`src/imd_pkg.sv`:
```
package imd_pkg;

   // Default data width; the top level hands it down as the WIDTH parameter.
   localparam int DEF_WIDTH = 32;

   // Stored width of the post-shift register.
   localparam int POST_SHIFT_WIDTH = 7;

   // Stored width of the method flags register.
   localparam int FLAGS_WIDTH = 3;

   // Bit positions inside the method flags register.
   localparam int FLAG_POW2  = 0;
   localparam int FLAG_FIXUP = 1;
   localparam int FLAG_DNEG  = 2;

   // Width of the configuration register index.
   localparam int CSR_INDEX_WIDTH = 3;

   // Number of register stages in the datapath.
   localparam int NUM_STAGES = 7;

   // Stage numbers, counted from the input side starting at zero.
   localparam int ST_IN    = 0;
   localparam int ST_PP    = 1;
   localparam int ST_HIGH  = 2;
   localparam int ST_QABS  = 3;
   localparam int ST_QUOT  = 4;
   localparam int ST_RPP   = 5;
   localparam int ST_OUT   = 6;

   typedef enum logic [CSR_INDEX_WIDTH-1:0] {
      CSR_MAGIC       = 3'd0,
      CSR_POST_SHIFT  = 3'd1,
      CSR_METHOD      = 3'd2,
      CSR_SIGNED_MODE = 3'd3,
      CSR_DIVISOR     = 3'd4
   } csr_index_type;

   // Per-stage load enables and valid bits of the pipeline.
   typedef struct packed {
      logic [NUM_STAGES-1:0] load;
      logic [NUM_STAGES-1:0] valid;
   } pipe_ctrl_type;

endpackage

```
`src/imd_pipe_ctrl.sv`:
```
module imd_pipe_ctrl (
   input  logic                  clock,
   input  logic                  reset,
   input  logic                  in_valid,
   input  logic                  out_ready,
   output imd_pkg::pipe_ctrl_type ctrl
);

   logic [imd_pkg::NUM_STAGES-1:0] valid_ff;
   logic [imd_pkg::NUM_STAGES-1:0] valid_in;
   logic [imd_pkg::NUM_STAGES-1:0] load;

   // A stage loads when it is empty or when the stage after it moves on,
   // so bubbles collapse and a full stage never loses its transaction.
   always_comb begin
      load[imd_pkg::NUM_STAGES-1] = !valid_ff[imd_pkg::NUM_STAGES-1] || out_ready;
      for (int k = imd_pkg::NUM_STAGES - 2; k >= 0; k--) begin
         load[k] = !valid_ff[k] || load[k+1];
      end
   end

   always_comb begin
      valid_in = valid_ff;
      if (load[0]) begin
         valid_in[0] = in_valid;
      end
      for (int k = 1; k < imd_pkg::NUM_STAGES; k++) begin
         if (load[k]) begin
            valid_in[k] = valid_ff[k-1];
         end
      end
   end

   always_ff @(posedge clock) begin
      if (reset) begin
         valid_ff <= '0;
      end else begin
         valid_ff <= valid_in;
      end
   end

   assign ctrl.load  = load;
   assign ctrl.valid = valid_ff;

endmodule

```
`config.mk`:
```
export PLATFORM = sky130hd
export DESIGN_NAME = imd_pipe_ctrl
export DESIGN_NICKNAME = d
export VERILOG_FILES = /design/src/imd_pkg.sv /design/src/imd_pipe_ctrl.sv
export SDC_FILE = /design/constraint.sdc
export NUM_CORES = 1
export LEC_CHECK = 0
export BUFFER_PORTS_ARGS = -buffer_cell sky130_fd_sc_hd__buf_4
export CAP_MARGIN = 20
export CORE_AREA = 2 2 39 41
export DETAILED_ROUTE_END_ITERATION = 16
export DIE_AREA = 0 0 41 43
export PLACE_DENSITY = 0.58
export SYNTH_ARGS = -nofsm -noshare
export SYNTH_HDL_FRONTEND = slang
export SYNTH_SLANG_ARGS = --single-unit
```
`constraint.sdc`:
```
create_clock -name clock -period 1.4 [get_ports clock]
set_clock_uncertainty 0.1 [all_clocks]
set_input_delay 0 -clock clock [delete_from_list [all_inputs] [get_ports clock]]
set_output_delay 0 -clock clock [all_outputs]
set_load 0.02 [all_outputs]
```
# Word-level counts from Yosys, hierarchy flattened
# Index checks and enable logic that the tools add are counted.
[classes] reduce_logical=14
[ops] operator="1-bit logical NOT" count=7
[ops] operator="1-bit logical OR" count=7
[word_totals] inputBits=4 wordCells=21 ff_bits=7 output_inout_bits=14

# Longest topological paths before layout
[depth] word_depth=8 ltp_mapped=4

# Least setup slack after synthesis
# No wires, ideal clock.
[synth_timing] path_type="flip-flop to flip-flop" startpoint="register valid_ff[5] (netlist bit)" endpoint="register valid_ff[2] (netlist bit)" path_stages_with_launch=5 path_slack_ns=0.084 t_arrival_ns=1.144 setup_time_ns=0.071 n_path_buf=1 period_less_slack_ns=1.316 cell_sequence="dfxtp_1 and4b_1 buf_6 nand3_2 a21oi_1"
[synth_rtl] element="from (decl)" line="imd_pipe_ctrl.sv:9" text="logic [imd_pkg::NUM_STAGES-1:0] valid_ff;"
[synth_rtl] element="from (signal assigned)" line="imd_pipe_ctrl.sv:38" text="valid_ff <= valid_in;"

==> results.cfg <==
[route]
antenna_left = 0
wirelength_um = 696
post_drt_wl_per_cell_um = 9.80
vias = 289
vias_per_cell = 4.07
drc_errors = 0
dr.pass1.iters = 4
drt-initial-drc-count = 2

[power_and_ir_drop]
seq_power_share = 0.494
p_total_uw = 425
power_density_nw_per_um2 = 870
p_clk_frac = 0.426
peakVddDrop_mv = 0.250
swShare = 0.220
p_int_uw = 332
p_leak_uw = 0.000219
combPwrFrac = 0.081
switchingPower_uw = 93.6

[layout]
largest_reg_flops = 7
top_register = valid_ff
drive_gt1_frac = 0.473
final_core_util = 0.354
antenna_cells = 0
layout.cells.non_filler = 71
top_regs = valid_ff: 7 flops
nNetsFinal = 60
area_delta_synth_final_pct = 69.3

[setup_path]
r2r_end = valid_ff[1]
cp.required_ns = 1.30
cp_cell_sequence = and4b_2 > nand2_1 > buf_4
critPathCapture = ctrl[7]
ff2ff_setup_slack_ns = 0.27
critPathArrivalTime_ns = 1.24
worstPathMaxFanout = 7
crit_type = reg -> out
startpoint_type = register
crit_start = valid_ff[4]
r2r-start = valid_ff[4]
end_kind = primary output
r2r_cells = 3
slowest_stage = dfxtp_1
slowest_delay_ns = 0.35

[global_route]
antenna_found_initial = 0
grt_max_degree = 8
grt_pass1_vias = 251
grt_first_pass_wirelength_um = 1030
grt-ovfl-total = 0
track_usage = 0.0935

[sta]
finalHoldViolations = 0
fin_tns_setup_ns = 0
setup_slack_ns = 0.0614
fmax_mhz = 747
final-max-slew-violation-count = 0
period_needed_ns = 1.34
timing.slew.headroom = 0.835
setup_viol = 0
rsz0062_at_grt = true
worstMarginPinSlew_ns = 0.247
min_period_over_period = 0.956

[floorplanning]
core_um2 = 1380
start_util = 0.209
die_h_um = 43
die_area_um2 = 1760
io_pins = 18
die_w_um = 41
rows = 14

[synthesis]
synth_top_family_by_area = simple AND/OR/NAND/NOR gates
synthSimpleGateAreaFrac = 0.312
avgSynthCellArea_um2 = 9.03
muxShareOfSynthArea = 0
ys_types = 12
synth_top_area_share = 0.485
seq_area_frac_synth = 0.485
ys_seq_elements = 7
synth-compound-area-share = 0.0996
ys_warn_count = 0
synth_top_area_cell = dfxtp_1
syn-cell-area_um2 = 289
synth_xor_area_frac = 0
syn-num-nets = 36
synth_fa_ha_area_frac = 0
synthCells = 32
synth_area_leaders = dfxtp_1 48%, nor2_1 7.8%, nand4_4 7.4%, a21oi_1 6.9%, inv_1 6.5%

[clock_tree]
clock_latency_ns = 0.25
cts_tree = yes
numCtsBuffers = 3
cts_setup_buffers = 0
cts_max_path_buffers = 2
clk_pin_slew_ns = 0.05
clkSinkCount = 7
htree_levels = 1
cts_root_buffer = clkbuf_4

[placement]
dpl_worst_slack_ns = 0.143
gp_congestion = 0.693
io_buffer_count = 17
hpwl_um = 507
placed_cells = 64

[flow_run]
maxCapViolCount = 0

[hold_path]
hold_path_class = in -> reg

[outcome]
status = finished clean
-- worst min-delay path by stage --
stage,startpoint,endpoint,cells past startpoint
final,out_ready,valid_ff[4],4
after global routing,out_ready,valid_ff[4],4
after detailed placement,reset,valid_ff[1],2
after global placement,reset,valid_ff[1],2
after floorplan,reset,valid_ff[1],1
after CTS,out_ready,valid_ff[4],4
-- metal layers --
layer,wire [µm],GRT usage
met1,303,0.116
met2,298,0.113
met3,86,0.0314
met4,8,0.100
met5,0,0
-- area by class of cell --
type	instances	area, µm²
inverters	5	18.8
fillers	152	895
well taps	16	20.0
multi-input cells	19	120
flip-flops and latches	7	143
repair buffers	20	161
clock buffers	4	26.3
-- cells in the final DEF (no fill, tap or decap) --
cell type and instances:
buf_6 1, a21oi_1 4, nand2_1 3, nor2b_1 1, nor2_1 6, clkbuf_4 3
nand3_2 1, and4b_2 1, buf_4 16, nand4_4 1, a21oi_2 1, inv_1 5
dfxtp_1 5, and4_1 1, dfxtp_2 2, clkbuf_1 1, dlygate4sd3_1 3
-- cell families after synthesis --
family / Yosys count
AO/OA/AOI/OAI: 5
buffers and inverters: 6
flip-flops: 7
AND/OR/NAND/NOR: 14
-- timing repair --
item                       CTS  global route
hold buffers                 3             0
setup endpoints to repair    4             2
gates resized for setup      2             2
hold endpoints to repair     7             0
pin swaps                    1             1
-- critical path, delay by kind of cell, from the launching register on --
family,cells,cell delay [ns]
and+or+nand+nor,2,0.47
DFF,1,0.35
buffers and inverters,1,0.17
-- per-stage QoR --
stage / area, µm² / hold WS, ns
6_report: 489 / 0.198
5_1_grt: 489 / 0.226
4_1_cts: 484 / 0.197
3_5_place_dp: 425 / 0.127
3_3_place_gp: 425 / 0.123
2_1_floorplan: 289 / -0.0376
-- power groups by stage --
| stage | combinational, µW | clock (µW) | sequential (µW) |
|---|---|---|---|
| global placement | 28.0 | 0 | 214 |
| detailed placement | 28.0 | 0 | 214 |
| global route | 36.9 | 203 | 211 |
| finish | 34.3 | 181 | 210 |
| CTS | 34.6 | 190 | 210 |
| floorplan | 5.17 | 0 | 219 |
-- cells in the mapped netlist --
library cell,count
and4b_1,1
inv_1,5
nand3_2,1
nand4_4,1
nor2_1,6
buf_6,1
a21oi_2,1
and4_1,1
nand2_1,3
dfxtp_1,7
a21oi_1,4
nor2b_1,1
(Power assumes the default switching activity.)
