## src/imd_pkg.sv

```systemverilog
package imd_pkg;

   // Default data width; the top level hands it down as the WIDTH parameter.
   localparam int DEF_WIDTH = 32;

   // Stored width of the post-shift register.
   localparam int POST_SHIFT_WIDTH = 7;

   // Stored width of the method flags register.
   localparam int FLAGS_WIDTH = 3;

   // Bit positions inside the method flags register.
   localparam int FLAG_POW2  = 0;
   localparam int FLAG_FIXUP = 1;
   localparam int FLAG_DNEG  = 2;

   // Width of the configuration register index.
   localparam int CSR_INDEX_WIDTH = 3;

   // Number of register stages in the datapath.
   localparam int NUM_STAGES = 7;

   // Stage numbers, counted from the input side starting at zero.
   localparam int ST_IN    = 0;
   localparam int ST_PP    = 1;
   localparam int ST_HIGH  = 2;
   localparam int ST_QABS  = 3;
   localparam int ST_QUOT  = 4;
   localparam int ST_RPP   = 5;
   localparam int ST_OUT   = 6;

   typedef enum logic [CSR_INDEX_WIDTH-1:0] {
      CSR_MAGIC       = 3'd0,
      CSR_POST_SHIFT  = 3'd1,
      CSR_METHOD      = 3'd2,
      CSR_SIGNED_MODE = 3'd3,
      CSR_DIVISOR     = 3'd4
   } csr_index_type;

   // Per-stage load enables and valid bits of the pipeline.
   typedef struct packed {
      logic [NUM_STAGES-1:0] load;
      logic [NUM_STAGES-1:0] valid;
   } pipe_ctrl_type;

endpackage

```

## src/imd_high_mult.sv

```systemverilog
module imd_high_mult #(
   parameter int WIDTH = imd_pkg::DEF_WIDTH
) (
   input  logic             clock,
   input  logic             load_pp,
   input  logic             load_sum,
   input  logic [WIDTH-1:0] x,
   input  logic [WIDTH-1:0] y,
   output logic [WIDTH-1:0] high
);

   localparam int HW  = (WIDTH + 1) / 2;
   localparam int HIW = WIDTH - HW;
   localparam int LLW = 2 * HW;
   localparam int HHW = 2 * HIW;
   localparam int DW  = 2 * WIDTH;

   logic [HW-1:0]  xl, yl;
   logic [HIW-1:0] xh, yh;
   logic [LLW-1:0]   ll_ff, ll_in;
   logic [WIDTH-1:0] lh_ff, lh_in;
   logic [WIDTH-1:0] hl_ff, hl_in;
   logic [HHW-1:0]   hh_ff, hh_in;
   logic [DW-1:0]    full;
   logic [WIDTH-1:0] high_ff, high_in;

   assign xl = x[HW-1:0];
   assign xh = x[WIDTH-1:HW];
   assign yl = y[HW-1:0];
   assign yh = y[WIDTH-1:HW];

   // Four partial products of the half-word pieces of x and y.
   assign ll_in = LLW'(xl) * LLW'(yl);
   assign lh_in = WIDTH'(xl) * WIDTH'(yh);
   assign hl_in = WIDTH'(xh) * WIDTH'(yl);
   assign hh_in = HHW'(xh) * HHW'(yh);

   always_ff @(posedge clock) begin
      if (load_pp) begin
         ll_ff <= ll_in;
         lh_ff <= lh_in;
         hl_ff <= hl_in;
         hh_ff <= hh_in;
      end
   end

   assign full = DW'(ll_ff) + (DW'(lh_ff) << HW) + (DW'(hl_ff) << HW)
               + (DW'(hh_ff) << (2 * HW));
   assign high_in = full[DW-1:WIDTH];

   always_ff @(posedge clock) begin
      if (load_sum) begin
         high_ff <= high_in;
      end
   end

   assign high = high_ff;

endmodule

```

## config.mk

```make
export PLATFORM = sky130hd
export DESIGN_NAME = imd_high_mult
export DESIGN_NICKNAME = d
export VERILOG_FILES = /design/src/imd_pkg.sv /design/src/imd_high_mult.sv
export SDC_FILE = /design/constraint.sdc
export NUM_CORES = 2
export LEC_CHECK = 0
export ABC_AREA = 0
export BUFFER_PORTS_ARGS = -buffer_cell sky130_fd_sc_hd__clkbuf_2
export CAP_MARGIN = 20
export CORE_ASPECT_RATIO = 1.1
export CORE_MARGIN = 10
export CORE_UTILIZATION = 60
export CTS_CLUSTER_DIAMETER = 30
export CTS_CLUSTER_SIZE = 30
export DETAILED_ROUTE_END_ITERATION = 7
export HOLD_SLACK_MARGIN = 0.03
export PLACE_DENSITY = 0.79
export SYNTH_ARGS = -nofsm -noshare
export SYNTH_HDL_FRONTEND = slang
export SYNTH_SLANG_ARGS = --single-unit
```

## constraint.sdc

```tcl
create_clock -name clock -period 6.9 [get_ports clock]
set_input_delay 1.38 -clock clock [delete_from_list [all_inputs] [get_ports clock]]
set_output_delay 1.38 -clock clock [all_outputs]
set_load 0.05 [all_outputs]
```

After elaboration in Yosys (flattened, before gate mapping)
Cells that the tools add are included.
Storage, ports and cells
  input port bits: 67
  output and inout bits: 32
  word-level logic and storage cells: 12
  register bits: 160
Cells by class
  multipliers: 4
  add/subtract/negate cells: 3
Operators with widths (number)
  $mul 16x16->32: 4
  $add 50x64->64: 1
  $add 49x48->50: 1
  $add 32x48->49: 1

Depth between registers and ports, before layout
  depth after elaboration: 3
  mapped depth: 24
  gate-level depth less buffers: 23

Worst setup path after synthesis
No wires, ideal clock.
  kind: input to register
  from: input y[17]
  to: register lh_ff[30] (data pin)
  slack: -0.472 ns
  library setup time: 0.265 ns
  required time: 6.635 ns
  arrival time: 7.107 ns
  path buffers: 1
  cell stages on the path: 21
  cell sequence: clkbuf_1 nand2_1 fa_1 fa_1 fa_1 fa_1 inv_1 fa_1 inv_1 fa_1 inv_1 ha_1 a21oi_1 o21ai_0 a21oi_4 a21oi_2 o41a_1 a41o_1 o41a_1 nor4b_1 or3_1
On the way
  word-level cells in the longest chain between the ends: 1
RTL lines
  start: declaration: RTL line imd_high_mult.sv:8  | input logic [WIDTH-1:0] y,
  $mul 16x16->32: RTL line imd_high_mult.sv:34  | assign lh_in = WIDTH'(xl) * WIDTH'(yh);
  net lh_in[30]: RTL line imd_high_mult.sv:21  | logic [WIDTH-1:0] lh_ff, lh_in;
  end signal: assignment: RTL line imd_high_mult.sv:41  | lh_ff <= lh_in;
  end: declaration: RTL line imd_high_mult.sv:21
The timed path passes the listed nets, and every way through them passes these cells.
A chain may end at the register's enable or synchronous reset.

Worst setup path after layout
Same ends and word-level chain as after synthesis.

==> flow_summary.json <==
{
  "synthAdderAreaFrac": 0.547,
  "grt_usage": 0.284,
  "routedWlPerCell_um": 19.5,
  "nNetsFinal": 5916,
  "drive_gt1_frac": 0.150,
  "clock-skew-final_ns": 0.0147,
  "maxSlewHeadroom": 0.390,
  "rsz0062_at_grt": "yes",
  "die_h_um": 290,
  "max_cap_violations": 0,
  "yosysTopAreaCell": "fa_1",
  "cts_sinks": 144,
  "synthXorXnorAreaFrac": 0.0267,
  "postSynthCellCount": 4222,
  "path_clk_slew_ns": 0.08,
  "max_clock_freq_mhz": 143,
  "rows": 98,
  "initial_core_util": 0.609,
  "violations": "setup timing",
  "fillers": 4670,
  "syn-num-nets": 5540,
  "antennaDiodeCount": 0,
  "synth_top_area_share": 0.406,
  "yosysWarnings": 0,
  "syn_to_final_growth_pct": 15.1,
  "hold_path_class": "reg2reg",
  "place_congestion": 0.948,
  "viasPerCell": 5.64,
  "firstDrtPassIters": 5,
  "synth-compound-area-share": 0.0514,
  "synthArstFlopShare": 0,
  "core_area_um2": 65200,
  "gr-max-usage-layer": "met2",
  "cts_buffer_depth": 2,
  "wl_mm": 107,
  "grt-ovfl-total": 0,
  "insertion_delay_ns": 0.49,
  "slew_violations": 0,
  "worst-setup-path-type": "in2reg",
  "yosys.cell_types.count": 72,
  "layout_min_cycle_time_ns": 6.98,
  "synth.most_common_cell": "inv_1",
  "grt_start_max_net_pins": 67,
  "worst_pin_slew_ns": 0.914,
  "grt_pass1_wl_mm": 172,
  "required_ns": 7.11,
  "ys_seq_area_frac": 0.109,
  "cts_buffers": 17,
  "cts_tree": "yes",
  "fin_crit_sh": 1.01,
  "multi_input_area_um2": 31800,
  "finalHoldViolations": 0,
  "synth_edf_count": 144,
  "synth_top_family_by_area": "adder cells",
  "syn-cell-area_um2": 39700,
  "root_buffer": "clkbuf_16",
  "synth-simple-area-share": 0.160,
  "num_vias": 30800,
  "htreeDepth": 4,
  "avgSynthCellArea_um2": 9.41,
  "cp_max_fo": 8,
  "first_global_vias": 34100,
  "synthTopCellsByCount": "inv_1 (919), fa_1 (806), nand2_1 (594)",
  "finalSetupViolCount": 1,
  "die_w_um": 265,
  "timing.final.ws_setup_ns": -0.0816,
  "antenna_found_initial": 2,
  "met2_usage": 0.479,
  "ios": 99,
  "synth_area_leaders": "fa_1 (41%), ha_1 (14%), edfxtp_1 (11%), inv_1 (8.7%), and2_1 (7.5%)",
  "outcome": "finished with violations",
  "hpwl_mm": 88.6,
  "dieArea_um2": 76900,
  "cp-start-kind": "primary input",
  "post-place-ws_ns": -0.822,
  "grt_use_met1": 0.333,
  "synth.area.mux_share": 0.000756,
  "drt_iter0_drc": 2199,
  "worstPathArrival_ns": 7.19,
  "cts_hold_repair.buffers": 0,
  "cp-end-kind": "flop",
  "regArea_um2": 4320,
  "portBuffers": 98,
  "use_met3": 0.0631,
  "synth-seq-cells": 144,
  "synth_ff_type": "edfxtp_1",
  "postRouteAntennaNets": 0,
  "remaining_drc_errors": 0
}
==> cell type report <==
type                       count  share of cell area
multi-input combinational   2965               0.694
tap                          850              0.0233
inverter                     919              0.0754
clock inverter                15             0.00339
timing repair buffer         551              0.0996
sequential                   144              0.0946
clock buffer                  17             0.00930
==> cells by family (layout without fill, tap and decap cells) <==
group	count (synthesis)	in the layout
AO/OA/AOI/OAI	306	306
XOR/XNOR	121	121
adder cells (fa/ha/maj)	1251	1251
buffers and inverters	1113	1502
flip-flops	144	144
multiplexers	3	3
AND/OR/NAND/NOR	1284	1284
==> registers in the layout, indices dropped and copies added (netlist names) <==
name	cells
hh_ff	32
high	32
hl_ff	32
lh_ff	32
ll_ff	16
==> metrics by stage <==
step | area, um^2 | instances | TNS, ns | hold slack (ns) | util
after floorplan | 39900 | 4222 | -0.226 | 0.547 | -
after detailed placement | 44500 | 5420 | -21.50 | 0.560 | 0.682
after global routing | 45700 | 5461 | -1.02 | 0.591 | 0.701
after global placement | 44500 | 5420 | -17.70 | 0.564 | 0.682
final | 45700 | 5461 | -0.0816 | 0.575 | 0.701
after CTS | 45200 | 5454 | -0.00860 | 0.577 | 0.693
==> critical path, cell delays in order <==
cell      delay [ns]
clkbuf_2        0.10
buf_12          0.14
buf_6           0.13
nand2_1         0.08
fa_1            0.56
inv_1           0.06
fa_1            0.57
ha_2            0.18
inv_1           0.06
fa_1            0.47
fa_1            0.60
inv_1           0.07
fa_1            0.48
ha_4            0.21
nor3_4          0.21
o211ai_2        0.14
a21oi_4         0.20
a21oi_2         0.09
o41a_1          0.34
a41o_1          0.20
o41a_1          0.36
nor4b_1         0.16
or3_1           0.37
==> worst paths after layout <==
check / slack (ns) / start / end / cells after the start
worst max-delay path: -0.08 / y[17] / lh_ff[30]$_DFFE_PP_ / 23
worst min-delay path: 0.58 / hh_ff[31]$_DFFE_PP_ / high[31]$_DFFE_PP_ / 1
worst max register to register: 2.66 / lh_ff[13]$_DFFE_PP_ / high[31]$_DFFE_PP_ / 11
worst min register to register: 0.58 / hh_ff[31]$_DFFE_PP_ / high[31]$_DFFE_PP_ / 1
==> cell usage in the layout, fill, tap and decap left out, types with 6 or more instances in the layout <==
cell type / count
inv_6: 8
clkbuf_4: 9
nand4_1: 15
fa_2: 12
xor2_1: 41
nor3_1: 27
o21ai_0: 47
ha_4: 11
a21o_1: 51
o21bai_1: 8
nand3_1: 20
and3_1: 8
clkbuf_16: 17
buf_4: 394
a211oi_1: 14
fa_1: 794
a21oi_2: 17
o21ai_2: 7
buf_12: 39
nor2_1: 66
a21oi_1: 70
and2_4: 6
o21a_1: 17
edfxtp_1: 144
clkbuf_2: 74
ha_1: 429
buf_6: 25
and2_1: 467
nor2b_1: 13
nand2_1: 594
inv_1: 918
xnor2_1: 79
or2_2: 6
o21ai_1: 6
nand2b_1: 23
==> repair_timing <==
item / in CTS / in global routing
buffers inserted: 2 / 8
cloned: 0 / 0
setup endpoints to repair: 19 / 32
pin swaps: 10 / 48
gates resized for setup: 35 / 128
==> per-layer routing <==
metal	wire (um)	vias to the layer above
met4	6820	2
met2	51700	1343
met5	13	-
met1	38800	15500
li1	-	13500
met3	9190	409
Power is not shown: default switching activity piles up to over one toggle a cycle in this logic, so the estimate is an artifact.
