## src/imd_pkg.sv

```systemverilog
package imd_pkg;

   // Default data width; the top level hands it down as the WIDTH parameter.
   localparam int DEF_WIDTH = 32;

   // Stored width of the post-shift register.
   localparam int POST_SHIFT_WIDTH = 7;

   // Stored width of the method flags register.
   localparam int FLAGS_WIDTH = 3;

   // Bit positions inside the method flags register.
   localparam int FLAG_POW2  = 0;
   localparam int FLAG_FIXUP = 1;
   localparam int FLAG_DNEG  = 2;

   // Width of the configuration register index.
   localparam int CSR_INDEX_WIDTH = 3;

   // Number of register stages in the datapath.
   localparam int NUM_STAGES = 7;

   // Stage numbers, counted from the input side starting at zero.
   localparam int ST_IN    = 0;
   localparam int ST_PP    = 1;
   localparam int ST_HIGH  = 2;
   localparam int ST_QABS  = 3;
   localparam int ST_QUOT  = 4;
   localparam int ST_RPP   = 5;
   localparam int ST_OUT   = 6;

   typedef enum logic [CSR_INDEX_WIDTH-1:0] {
      CSR_MAGIC       = 3'd0,
      CSR_POST_SHIFT  = 3'd1,
      CSR_METHOD      = 3'd2,
      CSR_SIGNED_MODE = 3'd3,
      CSR_DIVISOR     = 3'd4
   } csr_index_type;

   // Per-stage load enables and valid bits of the pipeline.
   typedef struct packed {
      logic [NUM_STAGES-1:0] load;
      logic [NUM_STAGES-1:0] valid;
   } pipe_ctrl_type;

endpackage

```

## src/imd_quot_sel.sv

```systemverilog
module imd_quot_sel #(
   parameter int WIDTH = imd_pkg::DEF_WIDTH
) (
   input  logic                                 clock,
   input  logic                                 load_abs,
   input  logic                                 load_sign,
   input  logic [WIDTH-1:0]                     mag,
   input  logic [WIDTH-1:0]                     high,
   input  logic                                 n_neg,
   input  logic [imd_pkg::POST_SHIFT_WIDTH-1:0] post_shift,
   input  logic [imd_pkg::FLAGS_WIDTH-1:0]      method_flags,
   input  logic                                 signed_mode,
   output logic [WIDTH-1:0]                     quotient
);

   localparam logic [imd_pkg::POST_SHIFT_WIDTH-1:0] WIDTH_S =
      imd_pkg::POST_SHIFT_WIDTH'(WIDTH);

   logic [imd_pkg::POST_SHIFT_WIDTH-1:0] fix_shift;
   logic [WIDTH-1:0] diff;
   logic [WIDTH-1:0] fix_sum;
   logic [WIDTH-1:0] q_abs_ff, q_abs_in;
   logic             neg_ff, neg_in;
   logic [WIDTH-1:0] quot_ff, quot_in;

   // Right shift that yields zero once the amount reaches the word width.
   function automatic logic [WIDTH-1:0] shr_sat(
      input logic [WIDTH-1:0]                     x,
      input logic [imd_pkg::POST_SHIFT_WIDTH-1:0] s
   );
      logic [WIDTH-1:0] r;
      if (s >= WIDTH_S) begin
         r = '0;
      end else begin
         r = x >> s;
      end
      return r;
   endfunction

   assign fix_shift = (post_shift == '0) ? '0 : post_shift - 1'b1;
   assign diff      = mag - high;
   assign fix_sum   = (diff >> 1) + high;

   // The power-of-two shortcut wins when both method bits are set.
   always_comb begin
      if (method_flags[imd_pkg::FLAG_POW2]) begin
         q_abs_in = shr_sat(mag, post_shift);
      end else if (method_flags[imd_pkg::FLAG_FIXUP]) begin
         q_abs_in = shr_sat(fix_sum, fix_shift);
      end else begin
         q_abs_in = shr_sat(high, post_shift);
      end
   end

   assign neg_in = signed_mode && (n_neg != method_flags[imd_pkg::FLAG_DNEG]);

   always_ff @(posedge clock) begin
      if (load_abs) begin
         q_abs_ff <= q_abs_in;
         neg_ff   <= neg_in;
      end
   end

   assign quot_in = neg_ff ? (WIDTH'(0) - q_abs_ff) : q_abs_ff;

   always_ff @(posedge clock) begin
      if (load_sign) begin
         quot_ff <= quot_in;
      end
   end

   assign quotient = quot_ff;

endmodule

```

## config.mk

```make
export PLATFORM = sky130hd
export DESIGN_NAME = imd_quot_sel
export DESIGN_NICKNAME = d
export VERILOG_FILES = /design/src/imd_pkg.sv /design/src/imd_quot_sel.sv
export SDC_FILE = /design/constraint.sdc
export NUM_CORES = 1
export LEC_CHECK = 0
export BUFFER_PORTS_ARGS = -buffer_cell sky130_fd_sc_hd__buf_4
export CELL_PAD_IN_SITES_DETAIL_PLACEMENT = 0
export CELL_PAD_IN_SITES_GLOBAL_PLACEMENT = 2
export CORE_MARGIN = 8
export CORE_UTILIZATION = 39
export CTS_CLUSTER_DIAMETER = 150
export DETAILED_ROUTE_END_ITERATION = 10
export GPL_ROUTABILITY_DRIVEN = 1
export PLACE_DENSITY_LB_ADDON = 0.1
export SETUP_SLACK_MARGIN = 0.2
export SYNTH_ARGS = -nofsm -noshare
export SYNTH_HDL_FRONTEND = slang
export SYNTH_SLANG_ARGS = --single-unit
```

## constraint.sdc

```tcl
create_clock -name clock -period 11.3 [get_ports clock]
set_input_delay 0.565 -clock clock [delete_from_list [all_inputs] [get_ports clock]]
set_output_delay 0.565 -clock clock [all_outputs]
set_load 0.02 [all_outputs]
```

After elaboration in Yosys (flattened, before gate mapping)
Index checks and enable logic that the tools add are counted.
- memories: 0
- ROM bits: 0
- register bits: 65
- bits in writable memories: 0
- latch bits: 0
- add/subtract/negate cells: 4
- $mul: 0
- mux-type cells: 7
- magnitude comparators: 2
- shift operators: 3
- bitwise operators: 0
- div/mod/pow operators: 0
- reduce and logical (&&, ||, !) cells: 2
- equality and inequality tests: 1
- operator list (kind ; count):
    32-bit two-way mux ; 6
    32-bit by 7-bit right shift with 32-bit output ; 3
    31-bit by 32-bit adder with 32-bit output ; 1
    1-bit by 32-bit subtractor with 32-bit output (first input constant) ; 1
    32-bit subtractor ; 1
    7-bit by 6-bit greater-or-equal comparator with 1-bit output (second input constant) ; 2
    7-bit zero test ; 1
    7-bit two-way mux ; 1
    7-bit by 1-bit subtractor with 7-bit output (second input constant) ; 1
    1-bit logical AND ; 1
    1-bit inequality test ; 1

Depth between registers and ports, before layout
- word-level depth: 6
- depth in mapped cells: 26

Worst setup path before layout
OpenSTA, ideal clock, no wires.
- path kind: input to register
- start point: input mag[0]
- end point: register q_abs_ff[9], data pin
- stages: 23
- arrival: 5.391 ns
- setup slack: 5.649 ns
- library setup time: 0.261 ns
- required time: 11.039 ns
- buffers on the path: 0
- path through: nand2b_1 > fa_1 > a21oi_1 > o22ai_1 > a311o_1 > a31oi_1 > o211ai_1 > a31oi_1 > o21bai_1 > a21o_1 > a21oi_1 > xnor2_1 > ha_1 > nand2_1 > or3_1 > or3_1 > o2bb2ai_1 > xor2_1 > nor2_1 > a2111oi_4 > nor3_1 > a21o_1 > a221o_1
- word-level cells in the longest chain between the ends: 6
- ends and longest elaborated chain (what ; RTL line ; RTL):
    start, declared ; imd_quot_sel.sv:7 ; input logic [WIDTH-1:0] mag,
    32-bit subtractor ; imd_quot_sel.sv:41 ; assign diff = mag - high;
    31-bit by 32-bit adder with 32-bit output ; imd_quot_sel.sv:42 ; assign fix_sum = (diff >> 1) + high;
    32-bit by 7-bit right shift with 32-bit output ; imd_quot_sel.sv:35 ; r = x >> s;
    32-bit two-way mux ; imd_quot_sel.sv:32 ; if (s >= WIDTH_S) begin
    32-bit two-way mux ; imd_quot_sel.sv:48 ; end else if (method_flags[imd_pkg::FLAG_FIXUP]) begin
    32-bit two-way mux (*) ; imd_quot_sel.sv:46 ; if (method_flags[imd_pkg::FLAG_POW2]) begin
    via q_abs_in[9] ; imd_quot_sel.sv:22 ; logic [WIDTH-1:0] q_abs_ff, q_abs_in;
    end signal, assigned ; imd_quot_sel.sv:59 ; q_abs_ff <= q_abs_in;
    end, declared ; imd_quot_sel.sv:22 ;
Mark *: on every way through the listed nets, which the timed path passes. The rest lies on a longest branch.
A chain may end at the register's enable or synchronous reset.

Worst setup path in the final report
- start point: input mag[0]
- end point: register q_abs_ff[2], data pin
Same word-level chain as after synthesis.

==> flow_summary.json <==
{
  "status": "finished, final reports clean",
  "synth_seq_cells": 65,
  "cts.sinks": 65,
  "tns_ns": 0,
  "worstHoldPathType": "input port to flop",
  "grtUsageMet3_pct": 3.845,
  "synth.lib_cells_used.distinct": 93,
  "antenna_found_initial": 0,
  "instances_no_fill": 2001,
  "worstRegToRegCells": 10,
  "ctsResizeCount": 0,
  "r2r-end": "quotient[30]",
  "insertion_delay_ns": 0.33,
  "max-slew-margin-rel_pct": 20.11,
  "initial_core_util_pct": 39.40,
  "via_per_inst": 6.257,
  "placedCellCount": 1985,
  "critical_path_arrival_ns": 6.87,
  "p_leak_nw": 5.160,
  "ir_worst_vdd_mv": 0.07144,
  "fin_skew_ns": 0.009079,
  "clk_path_buf_depth": 2,
  "overflow": 0,
  "use_met2_pct": 44.58,
  "die_w_microns": 188.8,
  "crit_type": "input port to flop",
  "synth-edff-count": 65,
  "grtUsageTotal_pct": 26.73,
  "max_stage_delay_ns": 0.47,
  "numCtsBuffers": 9,
  "setup_violations": 0,
  "cp_slowest_cell": "a31oi_1",
  "busiest_layer": "met2",
  "die_h_microns": 188.8,
  "power_density_mw_per_mm2": 129.1,
  "yosys_warnings": 0,
  "synth_mux_area_share_pct": 11.63,
  "cp.required_ns": 11.41,
  "synthCells": 1572,
  "r2r_start": "q_abs_ff[0]",
  "worst-path-max-fanout": 5,
  "finalHoldViolations": 0,
  "dr.pass1.iters": 5,
  "min-delay-start": "signed_mode",
  "postRouteAntennaNets": 0,
  "wl_microns": 49410,
  "ctsHoldBuffers": 0,
  "h-tree-depth": 3,
  "antennaDiodeCount": 0,
  "worst_pin_slew_ns": 1.183,
  "drtIter0Drc": 1041,
  "synth_xor_area_share_pct": 6.811,
  "met1_usage_pct": 34.90,
  "synth_flop_cell": "edfxtp_1",
  "place_congestion": 0.9654,
  "syn_area_sq_mm": 0.01165,
  "synth_simple_gate_area_share_pct": 21.85,
  "wire_per_inst_microns": 24.69,
  "die_area_sq_mm": 0.03565,
  "area_delta_synth_final_pct": 11.43,
  "clock-root-buffer": "clkbuf_16",
  "rsz0062_at_grt": "no",
  "nets": 1750,
  "avgSynthCellArea_sq_um": 7.409,
  "post_synth_fa_ha_maj_area_fraction_pct": 7.111,
  "dpl.hpwl_microns": 40420,
  "r2r_slack_ns": 8.05,
  "yosysSeqAreaShare_pct": 16.76,
  "fmax_mhz": 148.0,
  "dr_total_vias": 12521,
  "synth_compound_area_share_pct": 30.36,
  "route.detailed.drc": 0,
  "syn-num-nets": 1716,
  "worst_setup_path_end_kind": "flop",
  "synthArstFlopShare_pct": 0,
  "rows": 63,
  "core_area_sq_mm": 0.02956,
  "finalMaxSlewViolations": 0,
  "worstSetupStartpointType": "input port",
  "io_pins": 111,
  "grt_max_degree": 67,
  "io_buffers": 110,
  "min_delay_worst_endpoint": "neg_ff",
  "path_clk_slew_ns": 0.05,
  "grt_pass1_vias": 12121,
  "fin_crit_ns": 6.755,
  "postCtsSetupBuffers": 0,
  "cap_violations": 0,
  "finalCritPeriodShare_pct": 59.78,
  "drive_gt1_share_pct": 12.97,
  "grt_pass1_wl_microns": 74580,
  "hold_depth": 2,
  "cts_tree": "yes",
  "synth_top_family_by_area": "compound AO/OA/AOI/OAI gates"
}
report_power, final:
part / switching (mW) / internal, mW / leakage (nW)
combinational: 0.677 / 0.374 / 4.37
clock: 0.0995 / 0.216 / 0.159
sequential: 0.0144 / 0.294 / 0.627
total: 0.791 / 0.885 / 5.16
cells in the final DEF (no fill, tap or decap), types with 17 or more instances in the layout:
cell type  Yosys  final
mux4_2        17     17
mux2i_1       78     78
a21o_1        25     25
o21ai_0      116    116
buf_4          4    122
o31ai_1       23     22
edfxtp_1      65     65
nor2_1       149    149
ha_1          63     63
or3_1         20     20
mux2_2        17     17
inv_1         56     56
a211oi_1      36     36
o22ai_1       25     25
nand2_1      195    195
nand3_1       55     55
xor2_1        19     19
a21oi_1      132    132
xnor2_1       66     66
nor3_1        39     39
worst max-delay path, delay by kind of cell:
family	cells	cell delay, ns
XOR/XNOR	1	0.16
AO/OA/AOI/OAI	17	4.49
buffers and inverters	1	0.12
adder cells (fa/ha/maj)	2	0.74
AND/OR/NAND/NOR	4	0.79
flip-flops by register name (all words and copies together), names as in the netlist:
register,cells
q_abs_ff,32
quotient,32
neg_ff,1
cell type report:
type | count | area [sq um]
Clock buffer | 10 | 229.0
Clock inverter | 6 | 113.9
Fill cell | 3133 | 16580
Inverter | 58 | 217.7
Multi-Input combinational cell | 1350 | 9062
Sequential cell | 65 | 1952
Tap cell | 390 | 488.0
Timing Repair Buffer | 122 | 915.9
worst max path at each step:
| stage | from | to | slack [ns] | depth (start not counted) |
|---|---|---|---|---|
| after CTS | mag[0] | q_abs_ff[2] | 4.63 | 25 |
| final | mag[0] | q_abs_ff[2] | 4.55 | 25 |
| after global routing | mag[0] | q_abs_ff[13] | 4.22 | 24 |
| after global placement | mag[0] | q_abs_ff[13] | 4.35 | 24 |
| after detailed placement | mag[0] | q_abs_ff[2] | 4.31 | 25 |
| after floorplan | mag[0] | q_abs_ff[9] | 5.65 | 23 |
cells by family (layout without fill, tap and decap cells):
kind of cell | Yosys count | in the layout
AND/OR/NAND/NOR | 556 | 556
AO/OA/AOI/OAI | 529 | 529
buffers and inverters | 157 | 196
multiplexers | 112 | 112
XOR/XNOR | 88 | 88
adder cells (fa/ha/maj) | 65 | 65
flip-flops | 65 | 65
metal layers:
layer,wire [microns],part of all wire (%),vias to the layer above
met4,1655,3.3,0
met2,23030,47,485
met5,0,0,-
met1,21800,44,5987
li1,-,-,5973
met3,2929,5.9,76
per-stage QoR:
step | instance area, sq um | util [%] | total power [mW] | hold WS, ns | setup WS (ns)
after floorplan | 11650 | - | 1.033 | 0.4775 | 5.649
after global placement | 12640 | 42.75 | 1.349 | 0.5066 | 4.346
after detailed placement | 12640 | 42.75 | 1.347 | 0.5164 | 4.307
after CTS | 12980 | 43.91 | 1.665 | 0.5112 | 4.632
after global routing | 12980 | 43.91 | 1.782 | 0.5374 | 4.219
final | 12980 | 43.91 | 1.675 | 0.5225 | 4.545
synthesized netlist by cell type, drive strengths merged, types with 11 or more instances:
library cell	number	area share, %
a211oi	38	2.5
a21o	25	1.6
a21oi	134	5.8
a221oi	12	1.0
a31oi	13	0.75
and2	12	0.64
and3	14	0.75
buf	46	1.9
clkbuf	53	1.7
edfxtp	65	17
ha	63	6.8
inv	57	1.8
mux2	17	1.6
mux2i	78	6.7
mux4	17	3.3
nand2	195	6.3
nand2b	13	0.70
nand3	55	2.4
nand4	11	0.59
nor2	150	4.9
nor3	42	1.9
o211ai	15	0.97
o21ai	123	5.3
o221ai	11	0.83
o22ai	25	1.3
o31ai	24	1.6
or2	12	0.64
or3	23	1.3
xnor2	67	5.1
xor2	21	1.7
No activity file was read; power rests on OpenSTA's default activity.
