===== src/imd_pkg.sv =====
package imd_pkg;

   // Default data width; the top level hands it down as the WIDTH parameter.
   localparam int DEF_WIDTH = 32;

   // Stored width of the post-shift register.
   localparam int POST_SHIFT_WIDTH = 7;

   // Stored width of the method flags register.
   localparam int FLAGS_WIDTH = 3;

   // Bit positions inside the method flags register.
   localparam int FLAG_POW2  = 0;
   localparam int FLAG_FIXUP = 1;
   localparam int FLAG_DNEG  = 2;

   // Width of the configuration register index.
   localparam int CSR_INDEX_WIDTH = 3;

   // Number of register stages in the datapath.
   localparam int NUM_STAGES = 7;

   // Stage numbers, counted from the input side starting at zero.
   localparam int ST_IN    = 0;
   localparam int ST_PP    = 1;
   localparam int ST_HIGH  = 2;
   localparam int ST_QABS  = 3;
   localparam int ST_QUOT  = 4;
   localparam int ST_RPP   = 5;
   localparam int ST_OUT   = 6;

   typedef enum logic [CSR_INDEX_WIDTH-1:0] {
      CSR_MAGIC       = 3'd0,
      CSR_POST_SHIFT  = 3'd1,
      CSR_METHOD      = 3'd2,
      CSR_SIGNED_MODE = 3'd3,
      CSR_DIVISOR     = 3'd4
   } csr_index_type;

   // Per-stage load enables and valid bits of the pipeline.
   typedef struct packed {
      logic [NUM_STAGES-1:0] load;
      logic [NUM_STAGES-1:0] valid;
   } pipe_ctrl_type;

endpackage


===== src/imd_rem_calc.sv =====
module imd_rem_calc #(
   parameter int WIDTH = imd_pkg::DEF_WIDTH
) (
   input  logic             clock,
   input  logic             load_pp,
   input  logic             load_out,
   input  logic [WIDTH-1:0] quot,
   input  logic [WIDTH-1:0] dividend,
   input  logic [WIDTH-1:0] divisor,
   output logic [WIDTH-1:0] quotient,
   output logic [WIDTH-1:0] remainder
);

   localparam int HW  = (WIDTH + 1) / 2;
   localparam int HIW = WIDTH - HW;
   localparam int LLW = 2 * HW;

   logic [HW-1:0]    ql, dl;
   logic [HIW-1:0]   qh, dh;
   logic [LLW-1:0]   ll_ff, ll_in;
   logic [WIDTH-1:0] lh_ff, lh_in;
   logic [WIDTH-1:0] hl_ff, hl_in;
   logic [WIDTH-1:0] quot_ff;
   logic [WIDTH-1:0] dividend_ff;
   logic [WIDTH-1:0] product;
   logic [WIDTH-1:0] quotient_ff;
   logic [WIDTH-1:0] remainder_ff, remainder_in;

   assign ql = quot[HW-1:0];
   assign qh = quot[WIDTH-1:HW];
   assign dl = divisor[HW-1:0];
   assign dh = divisor[WIDTH-1:HW];

   // Only the low word of quotient times divisor is needed, so the
   // high-by-high partial product drops out.
   assign ll_in = LLW'(ql) * LLW'(dl);
   assign lh_in = WIDTH'(ql) * WIDTH'(dh);
   assign hl_in = WIDTH'(qh) * WIDTH'(dl);

   always_ff @(posedge clock) begin
      if (load_pp) begin
         ll_ff       <= ll_in;
         lh_ff       <= lh_in;
         hl_ff       <= hl_in;
         quot_ff     <= quot;
         dividend_ff <= dividend;
      end
   end

   assign product      = WIDTH'(ll_ff) + (lh_ff << HW) + (hl_ff << HW);
   assign remainder_in = dividend_ff - product;

   always_ff @(posedge clock) begin
      if (load_out) begin
         quotient_ff  <= quot_ff;
         remainder_ff <= remainder_in;
      end
   end

   assign quotient  = quotient_ff;
   assign remainder = remainder_ff;

endmodule


===== config.mk =====
export PLATFORM = sky130hd
export DESIGN_NAME = imd_rem_calc
export DESIGN_NICKNAME = d
export VERILOG_FILES = /design/src/imd_pkg.sv /design/src/imd_rem_calc.sv
export SDC_FILE = /design/constraint.sdc
export NUM_CORES = 1
export LEC_CHECK = 0
export BUFFER_PORTS_ARGS = -buffer_cell sky130_fd_sc_hd__buf_4
export CORE_MARGIN = 4
export CORE_UTILIZATION = 65
export CTS_CLUSTER_SIZE = 25
export DETAILED_ROUTE_END_ITERATION = 8
export PLACE_DENSITY = 0.85
export SLEW_MARGIN = 25
export SYNTH_ARGS = -nofsm -noshare
export SYNTH_HDL_FRONTEND = slang
export SYNTH_SLANG_ARGS = --single-unit

===== constraint.sdc =====
create_clock -name clock -period 22.4 [get_ports clock]
set_clock_uncertainty 0.15 [all_clocks]
set_input_delay 6.72 -clock clock [delete_from_list [all_inputs] [get_ports clock]]
set_output_delay 6.72 -clock clock [all_outputs]
set_load 0.03 [all_outputs]

After elaboration in Yosys (flattened, before gate mapping) --
Cells that the tools add are included.
Storage, ports and cells: flip-flop bits (word level) 192, input bits 99, logic and storage cells 13, output and inout bits 64
Operators by class: multiply operators 3, add/subtract/negate cells 3
Operator list (count):
- $add A32 B32 Y32 | 2
- $mul A16 B16 Y16 | 2
- $mul A16 B16 Y32 | 1
- $sub A32 B32 Y32 | 1

Logic depth before layout (Yosys ltp) --
Gate-level depths: netlist (run 1).
word-level depth 3, mapped depth 25, depth with buffers taken out 23

Worst setup path after synthesis (run 1) --
Ideal clock, no wire load.
kind input to register, from input quot[12], to register ll_ff[24] (data pin), buffers on the path 2, slack 9740 ps, cell stages on the path 22, data required time 21992 ps, setup time 258 ps, arrival time 12252 ps, cell sequence clkbuf_1 clkbuf_1 nand2_1 fa_1 fa_1 fa_1 inv_1 fa_1 fa_1 inv_1 fa_1 inv_1 ha_1 nand3_2 or3_4 a2111oi_4 o31a_1 o21a_1 o21a_2 nand2b_4 a31oi_4 xnor2_1
Between the ends: word-level cells in the longest chain between the ends 1
Ends and longest elaborated chain:
- start: declaration | RTL line imd_rem_calc.sv:7 | input logic [WIDTH-1:0] quot,
- $mul A16 B16 Y32 | RTL line imd_rem_calc.sv:36 | assign ll_in = LLW'(ql) * LLW'(dl);
- named net ll_in[24] | RTL line imd_rem_calc.sv:20 | logic [LLW-1:0] ll_ff, ll_in;
- end signal: assignment | RTL line imd_rem_calc.sv:42 | ll_ff <= ll_in;
- end: declaration | RTL line imd_rem_calc.sv:20
The timed path passes the listed nets, and every way through them passes these cells. A chain may end at the register's enable or synchronous reset.

Worst setup path in the final report (run 1) --
from input divisor[1], to register ll_ff[23] (data pin)
Between the ends: word-level cells in the longest chain between the ends 1
Ends and longest elaborated chain:
- start: declaration | RTL line imd_rem_calc.sv:9 | input logic [WIDTH-1:0] divisor,
- $mul A16 B16 Y32 | RTL line imd_rem_calc.sv:36
- named net ll_in[23] | RTL line imd_rem_calc.sv:20
The timed path passes the listed nets, and every way through them passes these cells.

==> summary.txt, run 1 <==
Mapped Area -> 0.0245 sq mm
Rows -> 70
Synth cell types -> 62
global-route wire length before repair -> 97,600 microns
Syn Nets -> 3,155
largest net degree at the start of global routing -> 80
CP most frequent cell -> fa_1
nets -> 3,251
Ys Warns -> 0
final setup fails -> 0
commonest non-fill, non-tap cell in the layout -> inv_1
Die Area -> 0.0409 sq mm
die height -> 202 microns
Finished Layout Cells -> 3,038
met1 Track Usage GR -> 0.389
CTS tree -> yes
antenna violations before repair -> 0
Setup CP Type -> primary input to register
slowest CP cell -> fa_1
Worst EP arrival -> 12.58 ns
Critical Path End Type -> register
fmax -> 79.8 MHz
fillers -> 2,581
multi-input logic area -> 0.0164 sq mm
via count -> 17,100
IO Port Bufs -> 162
Hold Buf Count CTS -> 0
critical-path cell list -> buf_4 > nand2_1 > fa_1 > fa_1 > fa_1 > fa_1 > inv_1 > fa_1 > inv_1 > fa_1 > inv_1 > ha_1 > a211o_1 > a21oi_2 > o21ai_0 > a31o_2 > a211oi_1 > nor2_1 > o21ai_0 > a21boi_0 > xor2_1
fin. max-slew vios -> 0
Routed Antenna Nets -> 0
layout cells sized above 1 -> 0.0896
clock buffer depth -> 2
most frequent cells in the layout -> inv_1, fa_1, nand2_1, ha_1, and2_1
crit path max fanout -> 31
area grow syn2layout -> 8.59%
Critical Path RT -> 22.44 ns
RSZ-0062 raised after global routing -> false
part of the cycle the worst path needs -> 0.560
number of clock sinks -> 192
startpoint type of the worst setup path -> primary input
setup bufs post-CTS -> 0
Synth Register Bits -> 192
setup TNS -> 0 ns
Antenna diodes -> 0
first-pass iteration count of the detailed router -> 6
Post-Route WL -> 58,600 microns
Root Driver -> clkbuf_16
GR peak layer -> met2
CP max stage delay -> 0.57 ns
DRT iter0 DRCs -> 1,219
vias in the first global route -> 19,100
Slew HR -> 0.321
remaining global-route overflow -> 0
HPWL after detailed placement -> 44,300 microns
post-cts resize count -> 0
Die W -> 202 microns
vias per inst -> 5.64
H-tree levels -> 4
count of final hold-check violations -> 0
Post-synth EDFFs -> 192
I/O pins -> 163
total area of sequential cells -> 0.00577 sq mm
fraction of the yosys area taken by sequential cells -> 0.235
Primary FF master, synth -> edfxtp_1
WL/cell -> 19.3 microns
Core Area -> 0.0370 sq mm
clk_lat worst skew -> 0.46 ns
Placer Congestion -> 0.938
# DRC -> 0
status -> finished, final reports clean
Starting Density -> 0.664
met3 usage -> 0.0550
ys async rst share -> 0
Final min period -> 12.53 ns
MaxCap Viol Count -> 0
Avg Synthesized Cell Area -> 10.1 sq um
min-delay worst type -> register to register
met2 GRT Util -> 0.506
Clock Pin Slew Worst Setup and Hold Paths -> 0.08 ns
CTS Buf Count -> 17
Total GRT Usage -> 0.301
Slew @ Worst Pin -> 1.02 ns
Mapped Cells -> 2,425
dpl cells -> 3,006
## layout make-up
class,count,area share
flip-flops and latches,192,0.216
clock inverters,15,0.00540
repair buffers,164,0.0463
well taps,504,0.0237
clock buffers,17,0.0160
multi-input cells,1592,0.614
inverters,554,0.0780
## sequential cells by signal (all words and copies together), names as in the netlist
name	count
quot_ff	32
lh_ff	16
hl_ff	16
ll_ff	32
remainder	32
quotient	32
dividend_ff	32
## metal layers
layer | vias up | share of wire
li1 | 7580 | -
met1 | 8503 | 0.38
met2 | 867 | 0.49
met3 | 180 | 0.089
met4 | 0 | 0.043
met5 | - | 0
## worst max-delay path, delay by kind of cell
kind / cells / cell delay, ns
and+or+nand+nor: 2 / 0.24
AOI/OAI and AO/OA: 7 / 1.51
xor gates and xnor gates: 1 / 0.20
adders and majority gates: 7 / 3.45
buffers and inverters: 4 / 0.47
## path summary, 6_finish.rpt
| kind | depth (start not counted) | endpoint | startpoint | slack [ns] |
|---|---|---|---|---|
| max | 21 | ll_ff[23] | divisor[1] | 9.87 |
| min | 0 | quotient[16] | quot_ff[16] | 0.27 |
| max reg2reg | 13 | remainder[28] | ll_ff[17] | 18.55 |
| min reg2reg | 0 | quotient[16] | quot_ff[16] | 0.27 |
## synth_stat cells, drive strengths merged (22+ instances only)
library cell,n,share of area
a21o,26,0.0080
a21oi,42,0.0090
and2,209,0.053
clkbuf,86,0.013
edfxtp,192,0.23
fa,384,0.31
ha,247,0.13
inv,554,0.085
nand2,345,0.053
nor2,42,0.0064
o21ai,22,0.0048
xnor2,108,0.039
xor2,29,0.010
## cell families after synthesis
group | count (synthesis) | share of synthesized area
fa+ha+maj | 631 | 0.439
simple gates | 657 | 0.129
compound gates | 166 | 0.0502
buf+inv | 641 | 0.0980
xor+xnor | 137 | 0.0489
flops | 192 | 0.235
mux | 1 | 0.000459
## stage by stage
step | hold slack, ns | worst slack (ns) | area (sq um) | utilization
after CTS | 0.273 | 9.92 | 26700 | 0.721
after global routing | 0.278 | 9.59 | 26700 | 0.721
after global placement | 0.250 | 9.65 | 26100 | 0.706
after detailed placement | 0.255 | 9.52 | 26100 | 0.706
final | 0.270 | 9.87 | 26700 | 0.721
after floorplan | 0.250 | 9.74 | 24500 | -
Power of run 1 is not shown: default switching activity piles up to over one toggle a cycle in this logic, so the estimate is an artifact.
==> run 2: changes to the inputs <==
Settings changed: CORE_UTILIZATION 65 to 57, PLACE_DENSITY 0.85 to 0.79.
Clock period 22.4 ns to 11.3 ns, I/O delays scaled along.
==> summary.txt, run 2 (synthesized netlist as in run 1, its figures left out) <==
status -> finished, final reports clean
final setup fails -> 0
IO Port Bufs -> 162
Bufs and invs on worst path -> 4
part of the cycle the worst path needs -> 0.808
setup bufs post-CTS -> 0
Hold Slack -> 0.270 ns
count of final hold-check violations -> 0
MaxCap Viol Count -> 0
antenna violations before repair -> 0
fmax -> 110 MHz
first-pass iteration count of the detailed router -> 5
vias in the first global route -> 18,800
Setup CP Type -> primary input to register
setup TNS -> 0 ns
startpoint type of the worst setup path -> primary input
Slew @ Worst Pin -> 0.934 ns
reg2reg setup slack -> 7.47 ns
Rows -> 75
Critical Path End Type -> register
Post-Route WL -> 56,700 microns
clock buffer depth -> 2
Final min period -> 9.13 ns
Routed Antenna Nets -> 0
crit-path leading delay family -> adder cells
Critical Path RT -> 11.35 ns
hold_sp -> quot_ff[22]
Hold Buf Count CTS -> 0
Root Driver -> clkbuf_16
Worst EP arrival -> 9.18 ns
largest net degree at the start of global routing -> 73
H-tree levels -> 4
CP most frequent cell -> fa_1
area grow syn2layout -> 8.98%
post-cts resize count -> 0
Die Area -> 0.0465 sq mm
crit path max fanout -> 27
WL/cell -> 18.5 microns
Final Core Density -> 0.634
RSZ-0062 raised after global routing -> false
Clock Pin Slew Worst Setup and Hold Paths -> 0.07 ns
Slew HR -> 0.371
global-route wire length before repair -> 96,000 microns
clk_lat worst skew -> 0.46 ns
Starting Density -> 0.581
fin. max-slew vios -> 0
Total GRT Usage -> 0.259
CTS Buf Count -> 17
CP max stage delay -> 0.58 ns
fillers -> 3,353
r2r endpoint -> remainder[26]
Placer Congestion -> 0.932
r2r startpoint -> ll_ff[19]
die height -> 216 microns
HPWL after detailed placement -> 43,500 microns
commonest non-fill, non-tap cell in the layout -> inv_1
number of clock sinks -> 192
hold path cells -> 0
Die W -> 216 microns
DRT iter0 DRCs -> 1,181
most frequent cells in the layout -> inv_1, fa_1, nand2_1, ha_1, and2_1
vias per inst -> 5.43
Antenna diodes -> 0
# DRC -> 0
Hold Path Sink -> quotient[22]
slowest CP cell -> fa_1
I/O pins -> 163
CTS tree -> yes
nets -> 3,251
cells on worst reg2reg path -> 13
min-delay worst type -> register to register
critical-path cell list -> buf_4 > nand2_1 > fa_1 > inv_1 > fa_1 > ha_1 > inv_1 > fa_1 > fa_1 > inv_1 > fa_1 > ha_1 > nor3_1 > o21ai_0 > a31o_2 > a211oi_1 > nor2_1 > o21ai_0 > a21boi_0 > xor2_1
Core Area -> 0.0422 sq mm
remaining global-route overflow -> 0
layout cells sized above 1 -> 0.0900
via count -> 16,700
run 2: changes by cell type in the layout (fill, tap and decap cells not counted), sizes merged:
cell,change
bufinv,+2
clkinv,+1
inv,-3
run 2: worst max-delay path by stage:
stage,cells after the start,start,endpoint
floorplan,22,quot[12],ll_ff[24]
global placement,22,quot[7],ll_ff[30]
detailed placement,20,quot[6],ll_ff[23]
CTS,20,quot[6],ll_ff[23]
global route,20,quot[6],ll_ff[23]
finish,20,quot[6],ll_ff[23]
run 2: layer usage:
layer  track usage  wire, microns  part of all wire
met2         0.433          27500              0.48
met5             0              0                 0
met3        0.0444           4310             0.076
met1         0.348          23300              0.41
met4        0.0820           1570             0.028
run 2: per-stage QoR:
stage / setup slack, ns / cells / instance area (sq um)
final: 2.17 / 3073 / 26800
after global routing: 1.91 / 3073 / 26800
after CTS: 2.26 / 3073 / 26800
after detailed placement: 1.77 / 3041 / 26100
after global placement: 1.87 / 3041 / 26100
after floorplan: 1.97 / 2425 / 24500
run 2: cell type report:
class                      instances  area [sq um]  area share
multi-input combinational       1592         16400       0.612
sequential                       192          5770       0.215
clock buffer                      17           425      0.0159
timing repair buffer             164          1230      0.0462
inverter                         554          2080      0.0777
tap                              539           674      0.0252
clock inverter                    15           196     0.00734
Power of run 2 is left out for the same reason.
